**src/qpd_pkg.sv**
```systemverilog
// ----------------------------------------------------------------------------
// Quoted-printable decoder package
// Character codes, escape phase codes and the hex nibble lookup shared by
// the decoder logic.
// ----------------------------------------------------------------------------
package qpd_pkg;

    // Character codes that steer the decoder.
    localparam logic [7:0] QP_EQUALS     = 8'h3D;
    localparam logic [7:0] QP_CR         = 8'h0D;
    localparam logic [7:0] QP_LF         = 8'h0A;
    localparam logic [7:0] QP_NUL        = 8'h00;
    localparam logic [7:0] QP_BAD_NIBBLE = 8'hFF;

    // Escape phase codes.
    localparam logic [1:0] PH_IDLE = 2'd0;  // no escape pending
    localparam logic [1:0] PH_EQ   = 2'd1;  // '=' seen
    localparam logic [1:0] PH_HELD = 2'd2;  // '=' and one byte seen

    // Width of the visible byte count.
    localparam int unsigned OUT_COUNT_BITS = 16;
    localparam logic [OUT_COUNT_BITS-1:0] OUT_COUNT_MAX = 16'hFFFF;

    typedef logic [7:0] byte_t;

    // Hex digit value in either case, all ones for any other code.
    function automatic byte_t nib_of(input byte_t c);
        byte_t r;
        begin
            r = QP_BAD_NIBBLE;
            if (c >= 8'h30 && c <= 8'h39) begin
                r = c - 8'h30;
            end else if (c >= 8'h41 && c <= 8'h46) begin
                r = c - 8'h37;
            end else if (c >= 8'h61 && c <= 8'h66) begin
                r = c - 8'h57;
            end
            return r;
        end
    endfunction

    // Joins two escape characters into one byte, modulo 256.
    function automatic byte_t combine(input byte_t hi, input byte_t lo);
        byte_t nh;
        byte_t nl;
        begin
            nh = nib_of(hi);
            nl = nib_of(lo);
            return {nh[3:0], 4'b0000} + nl;
        end
    endfunction

endpackage

```
**src/quoted_printable_decoder.sv**
```systemverilog
// ----------------------------------------------------------------------------
// Quoted-printable decoder
// Turns a quoted-printable byte stream into decoded bytes, one word in and
// one word out, with a saturating count of decoded bytes per text.
// ----------------------------------------------------------------------------
// Usage:
// The input channel (in_valid, in_ready) carries one encoded byte per word,
// with in_last marking the final byte of a text. The result channel
// (result_valid, result_ready) returns exactly one word for every input word:
// out_valid tells whether a decoded byte came out (escape leaders and soft
// line breaks give none), out_last copies in_last and out_count holds the
// decoded bytes of the text so far.
// An input word passes through the input register and then the result
// register; result_valid rises once the word moves from the input register
// into the result register, which can wait on a stalled receiver.
// Throughput is one word per cycle while the receiver does not stall, set by
// the single decode step between the two registers.
// When the receiver stalls, the result register holds its word and the input
// register still takes one more word, after which in_ready drops.
// Reset empties both registers, clears the escape phase, the held character
// and the byte count. A word with in_last also clears them after it.
// ----------------------------------------------------------------------------
module quoted_printable_decoder
    import qpd_pkg::*;
#(
    parameter int COUNT_BITS = 16
) (
    input  logic                      clk,
    input  logic                      rst_n,
    input  logic                      in_valid,
    output logic                      in_ready,
    input  logic [7:0]                in_byte,
    input  logic                      in_last,
    output logic                      result_valid,
    input  logic                      result_ready,
    output logic [7:0]                out_byte,
    output logic                      out_valid,
    output logic                      out_last,
    output logic [OUT_COUNT_BITS-1:0] out_count
);

    // Input register stage.
    logic       s1_valid_reg;
    byte_t      s1_byte_reg;
    logic       s1_last_reg;

    // Decoder state.
    logic [1:0]            phase_reg;
    logic [1:0]            phase_next;
    byte_t                 held_reg;
    byte_t                 held_next;
    logic [COUNT_BITS-1:0] total_reg;
    logic [COUNT_BITS-1:0] total_new;

    // Result register stage.
    logic                      res_valid_reg;
    byte_t                     out_byte_reg;
    logic                      out_valid_reg;
    logic                      out_last_reg;
    logic [OUT_COUNT_BITS-1:0] out_count_reg;

    logic                      s1_advance;
    logic                      dec_valid;
    byte_t                     dec_byte;
    logic [OUT_COUNT_BITS-1:0] shown;

    // Flow control: the result register loads from a full input register whenever it is empty or drained.
    assign s1_advance = s1_valid_reg && (!res_valid_reg || result_ready);
    assign in_ready   = !s1_valid_reg || s1_advance;

    // Input register.
    always_ff @(posedge clk or negedge rst_n)
    begin
        if (!rst_n)
        begin
            s1_valid_reg <= 1'b0;
        end
        else if (in_ready)
        begin
            s1_valid_reg <= in_valid;
        end
    end

    always_ff @(posedge clk)
    begin
        if (in_valid && in_ready)
        begin
            s1_byte_reg <= in_byte;
            s1_last_reg <= in_last;
        end
    end

    // Escape decode for the word in the input register.
    always_comb
    begin
        dec_valid  = 1'b0;
        dec_byte   = QP_NUL;
        phase_next = PH_IDLE;
        held_next  = held_reg;
        unique case (phase_reg)
            PH_EQ:
            begin
                if (s1_last_reg)
                begin
                    dec_valid = 1'b1;
                    dec_byte  = combine(s1_byte_reg, QP_NUL);
                end
                else
                begin
                    held_next  = s1_byte_reg;
                    phase_next = PH_HELD;
                end
            end
            PH_HELD:
            begin
                if (!(held_reg == QP_CR && s1_byte_reg == QP_LF))
                begin
                    dec_valid = 1'b1;
                    dec_byte  = combine(held_reg, s1_byte_reg);
                end
            end
            default:
            begin
                if (s1_byte_reg == QP_EQUALS)
                begin
                    if (s1_last_reg)
                    begin
                        dec_valid = 1'b1;
                        dec_byte  = combine(QP_NUL, QP_NUL);
                    end
                    else
                    begin
                        phase_next = PH_EQ;
                    end
                end
                else
                begin
                    dec_valid = 1'b1;
                    dec_byte  = s1_byte_reg;
                end
            end
        endcase
    end

    // Saturating count including this word's byte.
    assign total_new = (dec_valid && !(&total_reg))
                       ? total_reg + {{(COUNT_BITS-1){1'b0}}, 1'b1}
                       : total_reg;

    // The visible count saturates at its own width when the internal count is wider, else follows it.
    generate
        if (COUNT_BITS > OUT_COUNT_BITS)
        begin : g_wide_count
            assign shown = (|total_new[COUNT_BITS-1:OUT_COUNT_BITS])
                           ? OUT_COUNT_MAX : total_new[OUT_COUNT_BITS-1:0];
        end
        else if (COUNT_BITS == OUT_COUNT_BITS)
        begin : g_same_count
            assign shown = total_new;
        end
        else
        begin : g_narrow_count
            assign shown = {{(OUT_COUNT_BITS-COUNT_BITS){1'b0}}, total_new};
        end
    endgenerate

    // State update; the end of a text starts the next one from scratch.
    always_ff @(posedge clk or negedge rst_n)
    begin
        if (!rst_n)
        begin
            phase_reg <= PH_IDLE;
            held_reg  <= QP_NUL;
            total_reg <= '0;
        end
        else if (s1_advance)
        begin
            if (s1_last_reg)
            begin
                phase_reg <= PH_IDLE;
                held_reg  <= QP_NUL;
                total_reg <= '0;
            end
            else
            begin
                phase_reg <= phase_next;
                held_reg  <= held_next;
                total_reg <= total_new;
            end
        end
    end

    // Result register.
    always_ff @(posedge clk or negedge rst_n)
    begin
        if (!rst_n)
        begin
            res_valid_reg <= 1'b0;
        end
        else if (s1_advance)
        begin
            res_valid_reg <= 1'b1;
        end
        else if (result_ready)
        begin
            res_valid_reg <= 1'b0;
        end
    end

    always_ff @(posedge clk)
    begin
        if (s1_advance)
        begin
            out_byte_reg  <= dec_byte;
            out_valid_reg <= dec_valid;
            out_last_reg  <= s1_last_reg;
            out_count_reg <= shown;
        end
    end

    assign result_valid = res_valid_reg;
    assign out_byte     = out_byte_reg;
    assign out_valid    = out_valid_reg;
    assign out_last     = out_last_reg;
    assign out_count    = out_count_reg;

    // A word without a decoded byte always shows a zero byte.
    a_empty_is_zero: assert property (@(posedge clk) disable iff (!rst_n)
        (res_valid_reg && !out_valid_reg) |-> (out_byte_reg == QP_NUL))
        else $error("result word without a decoded byte carries a nonzero byte");

    // The final word of a text clears the decoder state.
    a_last_clears: assert property (@(posedge clk) disable iff (!rst_n)
        (s1_advance && s1_last_reg) |=> (total_reg == '0 && phase_reg == PH_IDLE))
        else $error("decoder state not cleared after the final word of a text");

    // A decoded byte inside a text advances the count by one below saturation.
    a_count_step: assert property (@(posedge clk) disable iff (!rst_n)
        (s1_advance && dec_valid && !s1_last_reg && !(&total_reg))
        |=> (total_reg == $past(total_reg) + {{(COUNT_BITS-1){1'b0}}, 1'b1}))
        else $error("byte count did not advance on a decoded byte");

    // An empty result register never holds back the input side.
    a_ready_when_empty: assert property (@(posedge clk) disable iff (!rst_n)
        !res_valid_reg |-> in_ready)
        else $error("input stalled while the result register is empty");

endmodule
```
**config.mk**
```make
export PLATFORM = sky130hd
export DESIGN_NAME = quoted_printable_decoder
export DESIGN_NICKNAME = d
export VERILOG_FILES = /design/src/qpd_pkg.sv /design/src/quoted_printable_decoder.sv
export SDC_FILE = /design/constraint.sdc
export NUM_CORES = 1
export LEC_CHECK = 0
export BUFFER_PORTS_ARGS = -buffer_cell sky130_fd_sc_hd__buf_4
export CAP_MARGIN = 15
export CORE_MARGIN = 2
export CORE_UTILIZATION = 45
export CTS_CLUSTER_DIAMETER = 40
export DETAILED_ROUTE_END_ITERATION = 12
export GPL_ROUTABILITY_DRIVEN = 0
export PLACE_DENSITY_LB_ADDON = 0.1
export SLEW_MARGIN = 20
export SYNTH_ARGS = -nofsm -noshare
export SYNTH_HDL_FRONTEND = slang
export SYNTH_SLANG_ARGS = --single-unit
```
**constraint.sdc**
```tcl
create_clock -name clk -period 3.6 [get_ports clk]
set_clock_uncertainty 0.1 [all_clocks]
set_input_delay 0 -clock clk [delete_from_list [all_inputs] [get_ports clk]]
set_output_delay 0 -clock clk [all_outputs]
set_load 0.03 [all_outputs]
```
==> results of run 1 <==
## cell usage in the layout, fill, tap and decap left out, drive strengths merged, types with 3 or more instances in the layout
cell type / instances
buf: 58
nand2: 44
nor2: 35
edfxtp: 35
dfrtp: 28
o21ai: 25
a21oi: 23
ha: 20
inv: 17
mux2i: 14
dlygate4sd3: 13
clkbuf: 12
xnor2: 10
xor2: 9
nand3: 6
a22o: 6
nand2b: 5
o22ai: 5
nand4: 5
and3: 4
and2: 3
or4: 3
nor3: 3
o22a: 3
o21a: 3
a211oi: 3
## per-layer routing
metal / global-route usage, % / up-vias / wire length (um)
met2: 26.95 / 69 / 3610
met5: 0 / - / 0
met3: 3.831 / 10 / 366
met1: 26.74 / 1412 / 4018
met4: 7.850 / 0 / 91
li1: - / 1441 / -
## metrics by stage
step	TNS, ns	instances
3_5_place_dp	0	508
2_1_floorplan	0	368
5_1_grt	-0.01597	539
3_3_place_gp	0	508
4_1_cts	0	537
6_report	0	539
## path summary, 6_finish.rpt
check,startpoint,cells past startpoint,slack (ns),endpoint
worst max-delay path,s1_byte_reg[0]$_DFFE_PP_,13,0.17,out_byte[7]$_DFFE_PP_
worst min-delay path,rst_n,2,0.03,total_reg[0]$_DFFE_PN0P_
worst max register to register,s1_byte_reg[0]$_DFFE_PP_,13,0.17,out_byte[7]$_DFFE_PP_
worst min register to register,s1_valid_reg$_DFFE_PN0N_,1,0.39,result_valid$_DFFE_PN0P_
max in group asynchronous,rst_n,2,3.07,held_reg[7]$_DFFE_PN0P_
min in group clk,in_byte[7],2,0.27,s1_byte_reg[7]$_DFFE_PP_
## power breakdown
part	switching [mW]	internal [mW]	leakage [nW]	total (mW)
logic	0.230	0.165	1.12	0.394
registers	0.0686	0.849	0.713	0.917
clock network	0.281	0.319	0.0842	0.600
## cell type report
cell class              instances  share of cell area, %
clock buffers                  12                  2.991
clock inverters                 4                  1.080
inverters                      17                  1.412
multi-input cells             267                  40.32
flip-flops and latches         63                  38.77
well taps                     105                  2.908
repair buffers                 71                  12.52
## cell families after synthesis
kind of cell             share of synthesized area (%)
XOR/XNOR                                         4.468
AND/OR/NAND/NOR                                  15.79
buffers and inverters                            4.669
adder cells (fa/ha/maj)                          7.256
AO/OA/AOI/OAI                                    16.73
multiplexers                                     4.064
flip-flops                                       47.03
## repair_timing
item / 4_1_cts / 5_1_grt
hold buffers: 13 / 0
endpoints found under the hold margin: 39 / 0
resized for setup: 0 / 9
endpoints found under the setup margin: 0 / 1
setup buffers: 0 / 2
==> out/metrics.cfg, run 1 <==
[setup_path]
cp_data_arrival_time_ns = 3.41
path_common_cell = ha_1
startpoint_type = flip-flop
crit_type = reg2reg
crit_path_top_delay_cell = or4b_1
max_stage_delay_ns = 0.55
cp.required_ns = 3.59
critPathMaxFanout = 4
path_buf_inv = 0
path_cells = ha_1 > or4b_1 > o2111ai_2 > nand2_2 > a211oi_2 > a211oi_1 > a211o_1 > ha_1 > a21oi_2 > xor2_1 > xnor2_1 > a21oi_1 > o211ai_2
crit_family = compound AO/OA/AOI/OAI gates
crit_path_end_kind = flip-flop

[clock_network]
h-tree-depth = 3
cts_buffer_depth = 2
tritoncts = done
cts_root_buffer = clkbuf_8
cts_inserted_buffers = 9
insertion_delay_ns = 0.34
cts_sinks = 63
cts.clk_slew.worst_paths_ns = 0.08

[timing]
finalWorstSetupSlack_ns = 0.1739
period_minus_slack_ns = 3.426
hold_ws_ns = 0.03090
finalHoldViolCount = 0
maxSlewHeadroom_pct = 63.61
period_share_pct = 95.17
fmax_ghz = 0.2919
tightest_slew_ns = 0.5453
setup_viol = 0
finalMaxSlewViolations = 0

[drt]
ant_nets = 0
drtPass1Iterations = 5
via_per_inst = 5.440
drtIter0Drc = 116
vias = 2932
route.detailed.drc = 0
wl_per_cell_um = 15.00
wl_um = 8087

[synthesis]
synthCells = 368
synth_ff_type = edfxtp_1
synthTopCellsByArea = edfxtp_1, dfrtp_1, ha_1
avgSynthCellArea_sq_um = 10.12
yosysMostFrequentCell = nand2_1
synth-edff-count = 35
yosysWarningCount = 0
synth_area_sq_um = 3725
synth_common_cells = nand2_1, edfxtp_1, nor2_1
async_reset_ff_share_pct = 44.44
synth_top_cell_by_area = edfxtp_1
yosys_register_bits = 63
syn-num-nets = 402
synth_top_cell_area_share_pct = 28.22
synth_seq_area_share_pct = 47.03
yosysUniqueCellTypes = 59

[finish]
fill_cells = 723
regArea_sq_um = 1752
nNetsFinal = 463
num_antenna_cells = 0
drive_gt1_share_pct = 20.51
final_util_pct = 55.55
design_area_sq_um = 4518
area_delta_synth_final_pct = 21.30
multi_input_area_sq_um = 1822

[global_routing]
grt_pass1_wl_um = 12830
gr-total-overflow = 0
grt_pass1_vias = 2672
antenna_found_initial = 0
gr-usage-all-layers_pct = 18.53
grt_start_max_net_pins = 34

[placed_design]
pre_cts_ws_ns = 0.09814
dp_hpwl_um = 5384
portBuffers = 40
place_area_sq_um = 4167

[run]
max_cap_violations = 0

[floorplanning]
die_w_um = 94.98
die_area_sq_um = 9021
io_pins = 41
fp-row-count = 33
core_sq_um = 8134
die_h_um = 94.98
start_util_pct = 45.79

[power_and_ir_drop]
powerDensity_nw_per_um2 = 423.0
total_leakage_power_nw = 1.921
ir_drop_mv = 0.1740
power_mw = 1.911

[worst_hold_path]
hp-class = in2async

[outcome]
status = complete, no violations

(Power assumes the default switching activity.)
==> run 2: changes to the inputs <==
- ABC_AREA: default -> 1
- BUFFER_PORTS_ARGS: -buffer_cell sky130_fd_sc_hd__buf_4 -> default
- CORE_MARGIN: 2 -> 3
- DONT_BUFFER_PORTS: default -> 1
==> run 2 against run 1 <==
- count of clock-buffer cells in the layout stayed put
- global-route usage hardly changed
- clock power hardly changed
- combinational power is 5% lower
- sequential share of layout area is 0.71 points higher
- worst hold slack better by 0.16 ns
- power is 5.5% higher
- non-clock buffer count is 55 lower
==> out/metrics.cfg, run 2 <==
[outcome]
status = complete, no violations

[setup_path]
path_common_cell = nand2_1
rr_worst_depth = 20
critPathMaxFanout = 9
startpoint_type = flip-flop
max_stage_delay_ns = 0.53
path_cells = inv_1 > ha_1 > inv_1 > nor2_1 > nand2_1 > nand3_1 > nand2_1 > o31ai_1 > a21oi_1 > ha_1 > nand2_1 > nand2_1 > nor2_1 > o21ai_0 > nand2_1 > nand4_1 > nand3_1 > nand2_1 > inv_1 > a21oi_1
crit_path_top_delay_cell = edfxtp_1
rrSetupSlack_ns = 0.36
crit_path_end_kind = flip-flop
r2r-start = s1_byte_reg[4]$_DFFE_PP_
cp_data_arrival_time_ns = 3.23
rr_endpoint = out_byte[7]$_DFFE_PP_
crit_type = reg2reg
cp.required_ns = 3.59

[global_routing]
grt_pass1_wl_um = 14920
antenna_found_initial = 0
gr-usage-all-layers_pct = 18.55
grt_pass1_vias = 3077
grt_start_max_net_pins = 27
gr-total-overflow = 0

[synthesis]
synthCells = 475
avgSynthCellArea_sq_um = 8.419
syn-num-nets = 509
yosys_register_bits = 63
synth_top_cell_area_share_pct = 26.28
synth_common_cells = nand2_1, inv_1, edfxtp_1
synth_seq_area_share_pct = 43.80
synth_area_sq_um = 3999
yosysWarningCount = 0
yosysMostFrequentCell = nand2_1
synthTopCellsByArea = edfxtp_1, dfrtp_1, nand2_1
synth-edff-count = 35
async_reset_ff_share_pct = 44.44
synth_top_cell_by_area = edfxtp_1
yosysUniqueCellTypes = 42
synth_ff_type = edfxtp_1

[timing]
setup_viol = 0
finalHoldViolCount = 0
fmax_ghz = 0.3089
period_share_pct = 89.93
tns_ns = 0
tightest_slew_ns = 0.9547
period_minus_slack_ns = 3.238
grt_setup_unrepaired = no
finalMaxSlewViolations = 0
maxSlewHeadroom_pct = 36.28
hold_ws_ns = 0.1882

[floorplanning]
die_w_um = 100.3
core_sq_um = 8423
io_pins = 41
die_h_um = 100.3
fp-row-count = 33
start_util_pct = 47.47
die_area_sq_um = 10050

[clock_network]
insertion_delay_ns = 0.34
cts_buffer_depth = 2
cts.clk_slew.worst_paths_ns = 0.07
cts_inserted_buffers = 9
h-tree-depth = 3
cts_setup_buffers = 0
tritoncts = done
cts_sinks = 63
cts_root_buffer = clkbuf_8

[placed_design]
dp_hpwl_um = 6475
portBuffers = 0

[worst_hold_path]
hold_depth = 1
worstHoldEndpoint = s1_last_reg$_DFFE_PP_
min_from = in_last
hp-class = in2reg

[power_and_ir_drop]
ir_drop_mv = 0.2877
total_leakage_power_nw = 2.035
powerDensity_nw_per_um2 = 454.6

[drt]
vias = 3204
wl_um = 8776
drtIter0Drc = 207
route.detailed.drc = 0
drtPass1Iterations = 5
wl_per_cell_um = 14.55
via_per_inst = 5.313
ant_nets = 0

[finish]
nNetsFinal = 527
layout.cells.most_common_list = nand2_1, inv_1, edfxtp_1, nor2_1, nand3_1
drive_gt1_share_pct = 9.438
mostFrequentLayoutCell = nand2_1
area_delta_synth_final_pct = 10.95
num_antenna_cells = 0
fill_cells = 802

[run]
max_cap_violations = 0

==> run 2: cell types whose count changed after synthesis, sizes merged, moves of 6 or more <==
cell / change
o22ai: +9
a21oi: -7
nand2: +82
inv: +67
xor2: +10
mux2i: -14
clkbuf: -9
xnor2: -7
nand3: +25
o21ai: -6
a22o: -6
==> run 2: stage by stage <==
stage / total power, mW / worst slack (ns) / utilization [%] / cells / area, sq um
after floorplan: 1.309 / 0.6691 / - / 475 / 3999
after global placement: 1.395 / 0.4345 / 48.32 / 572 / 4070
after detailed placement: 1.403 / 0.3193 / 48.32 / 572 / 4070
after CTS: 2.033 / 0.3054 / 52.61 / 603 / 4432
after global routing: 2.137 / 0.05596 / 52.67 / 603 / 4437
final: 2.017 / 0.3625 / 52.67 / 603 / 4437
==> run 2: final cells by class <==
class                   instances  area, sq um  area share [%]
multi-input cells             319         1867           42.08
inverters                      84        317.8           7.163
clock buffers                  12        145.1           3.271
well taps                     105        131.4           2.961
repair buffers                 16        177.7           4.004
flip-flops and latches         63         1752           39.48
clock inverters                 4        46.29           1.043
==> run 2: kinds of logic (layout without fill, tap and decap cells) <==
logic type               Yosys count  count (layout)  synth area share, %
flip-flops                        63              63                43.80
AO/OA/AOI/OAI                     65              65                11.36
AND/OR/NAND/NOR                  211             211                23.62
adder cells (fa/ha/maj)           21              21                6.758
XOR/XNOR                          22              22                4.819
buffers and inverters             93             116                9.637
==> run 2: worst max-delay path by stage <==
stage / slack (ns) / depth (start not counted) / from / endpoint
4_1_cts: 0.31 / 20 / s1_byte_reg[4]$_DFFE_PP_ / out_byte[7]$_DFFE_PP_
3_3_place_gp: 0.43 / 20 / s1_byte_reg[4]$_DFFE_PP_ / out_byte[7]$_DFFE_PP_
3_5_place_dp: 0.32 / 20 / s1_byte_reg[4]$_DFFE_PP_ / out_byte[7]$_DFFE_PP_
6_report: 0.36 / 20 / s1_byte_reg[4]$_DFFE_PP_ / out_byte[7]$_DFFE_PP_
5_1_grt: 0.06 / 22 / s1_byte_reg[1]$_DFFE_PP_ / out_byte[7]$_DFFE_PP_
2_1_floorplan: 0.67 / 20 / s1_byte_reg[4]$_DFFE_PP_ / out_byte[7]$_DFFE_PP_
==> run 2: power breakdown <==
group	total, mW	leakage, nW	switching [mW]	internal (mW)
clock network	0.602	0.0940	0.266	0.336
registers	1.04	0.715	0.161	0.878
logic	0.376	1.23	0.247	0.129
==> run 2: routing by layer <==
layer,track usage [%],vias up,share of wire (%)
li1,-,1597,-
met1,28.89,1482,52
met2,25.89,113,41
met3,3.405,12,5.7
met4,5.699,0,1.3
met5,0,-,0
==> run 2: what timing repair did <==
action,4_1_cts,5_1_grt
setup endpoints to repair,0,1
hold buffers,15,0
resized for setup,0,1
endpoints found under the hold margin,48,0
==> run 2: critical path, delay by kind of cell, from the launching register on <==
family                     cells  cell delay (ns)
DFF                            1             0.53
buffers and inverters          3             0.33
AOI/OAI and AO/OA              4             0.45
and+or+nand+nor               11             1.06
adders and majority gates      2             0.51
==> run 3: changes to the inputs <==
- CORE_ASPECT_RATIO: default -> 0.7
==> run 3 against run 2 <==
- global-route usage increased by 0.85 points
- die area increased by 0.18%
- clock power is 56% higher
- first-iteration DRC count increased by 4.3%
- non-clock buffer count grew 1
- combinational power rose by 3%
- critical path type unchanged
==> out/metrics.cfg, run 3 (synthesis gave the netlist of run 2 again) <==
[clock_network]
cts.clk_slew.worst_paths_ns = 0.05
tritoncts = done
cts_buffer_depth = 2
cts_sinks = 63
cts_inserted_buffers = 9
cts_root_buffer = clkbuf_16
insertion_delay_ns = 0.32
h-tree-depth = 3

[floorplanning]
die_area_sq_um = 10070
die_w_um = 118.7
start_util_pct = 46.78
core_sq_um = 8548
io_pins = 41
die_h_um = 84.87
fp-row-count = 28

[finish]
drive_gt1_share_pct = 9.820
fill_cells = 779
nNetsFinal = 528
layout.cells.most_common_list = nand2_1, inv_1, edfxtp_1, nor2_1, nand3_1
num_antenna_cells = 0
design_area_sq_um = 4577
mostFrequentLayoutCell = nand2_1
area_delta_synth_final_pct = 14.46

[power_and_ir_drop]
powerDensity_nw_per_um2 = 516.1
power_mw = 2.362
ir_drop_mv = 0.5032
total_leakage_power_nw = 2.101

[setup_path]
crit_path_end_kind = flip-flop
r2r-start = s1_byte_reg[1]$_DFFE_PP_
cp.required_ns = 3.58
max_stage_delay_ns = 0.46
rr_endpoint = out_byte[7]$_DFFE_PP_
cp_data_arrival_time_ns = 3.28
startpoint_type = flip-flop
crit_type = reg2reg
rrSetupSlack_ns = 0.29
path_cells = inv_1 > ha_1 > nor2_1 > nand3_1 > nand2_1 > inv_1 > nand2_2 > inv_2 > nor2_1 > a211oi_1 > ha_1 > and3_1 > nor2_1 > o21ai_0 > nand2_1 > nand4_1 > nand3_1 > nand2_1 > inv_1 > a21oi_1
rr_worst_depth = 20
critPathMaxFanout = 7
crit_path_top_delay_cell = edfxtp_1

[run]
max_cap_violations = 0

[drt]
wl_um = 9165
vias = 3132
route.detailed.drc = 0
drtIter0Drc = 216
ant_nets = 0
via_per_inst = 5.060
wl_per_cell_um = 14.81
drtPass1Iterations = 5

[timing]
tns_ns = 0
finalHoldViolCount = 0
period_minus_slack_ns = 3.306
tightest_slew_ns = 1.009
setup_viol = 0
hold_ws_ns = 0.02792
period_share_pct = 91.83
grt_setup_unrepaired = no
maxSlewHeadroom_pct = 32.69
fmax_ghz = 0.3025
finalMaxSlewViolations = 0

[placed_design]
dp_hpwl_um = 6903
portBuffers = 0
place_area_sq_um = 4111

[global_routing]
grt_pass1_vias = 2906
antenna_found_initial = 0
gr-total-overflow = 0
grt_start_max_net_pins = 29
gr-usage-all-layers_pct = 19.40
grt_pass1_wl_um = 15370

[outcome]
status = complete, no violations

[worst_hold_path]
hp-class = in2async

[run 3: cell count changes in the layout (fill, tap and decap cells not counted)]
cell	before	now
a211oi_1	0	1
a211oi_2	1	0
buf_12	2	1
buf_4	1	4
bufinv_16	1	2
clkbuf_16	0	9
clkbuf_8	10	2
clkinv_1	2	1
clkinvlp_4	1	0
dlygate4sd3_1	13	12
[run 3: through the flow]
stage	std cells	setup WS, ns	utilization [%]
2_1_floorplan	475	0.6691	-
3_3_place_gp	590	0.4304	48.10
3_5_place_dp	590	0.3270	48.10
4_1_cts	619	0.3126	53.54
5_1_grt	619	0.01445	53.54
6_report	619	0.2943	53.54
[run 3: power by group]
part | internal [mW] | leakage (nW) | switching (mW)
clock | 0.643 | 0.160 | 0.294
combinational | 0.132 | 1.23 | 0.254
sequential | 0.879 | 0.715 | 0.161
total | 1.65 | 2.10 | 0.709
[run 3: layout make-up]
type | count | area [sq um] | share of cell area [%]
multi-input cells | 319 | 1862 | 40.68
flip-flops and latches | 63 | 1752 | 38.27
inverters | 84 | 317.8 | 6.944
clock buffers | 13 | 260.3 | 5.686
repair buffers | 17 | 170.2 | 3.718
well taps | 120 | 150.1 | 3.280
clock inverters | 3 | 65.06 | 1.422
[run 3: worst max-delay path by stage]
stage / from / slack (ns) / endpoint
finish: s1_byte_reg[1]$_DFFE_PP_ / 0.29 / out_byte[7]$_DFFE_PP_
global route: s1_byte_reg[1]$_DFFE_PP_ / 0.01 / out_byte[7]$_DFFE_PP_
CTS: s1_byte_reg[1]$_DFFE_PP_ / 0.31 / out_byte[7]$_DFFE_PP_
detailed placement: s1_byte_reg[1]$_DFFE_PP_ / 0.33 / out_byte[7]$_DFFE_PP_
global placement: s1_byte_reg[2]$_DFFE_PP_ / 0.43 / out_byte[7]$_DFFE_PP_
floorplan: s1_byte_reg[4]$_DFFE_PP_ / 0.67 / out_byte[7]$_DFFE_PP_
[run 3: what timing repair did]
item | in CTS | in global routing
gates resized for setup | 0 | 0
hold buffers | 13 | 0
setup buffers | 0 | 0
endpoints found under the hold margin | 39 | 0
[run 3: per-layer routing]
layer,share of wire (%),wire length [um],global-route usage (%),vias to the layer above
li1,-,-,-,1595
met4,0.93,85,4.627,0
met5,0,0,0,-
met2,34,3076,22.47,123
met3,9.2,844,7.528,14
met1,56,5158,32.17,1400
[run 3: critical path, delay by kind of cell, from the launching register on]
kind	cells	cell delay, ns
buffers and inverters	4	0.49
flip-flops	1	0.46
adder cells (fa/ha/maj)	2	0.59
AO/OA/AOI/OAI	3	0.48
AND/OR/NAND/NOR	11	0.97
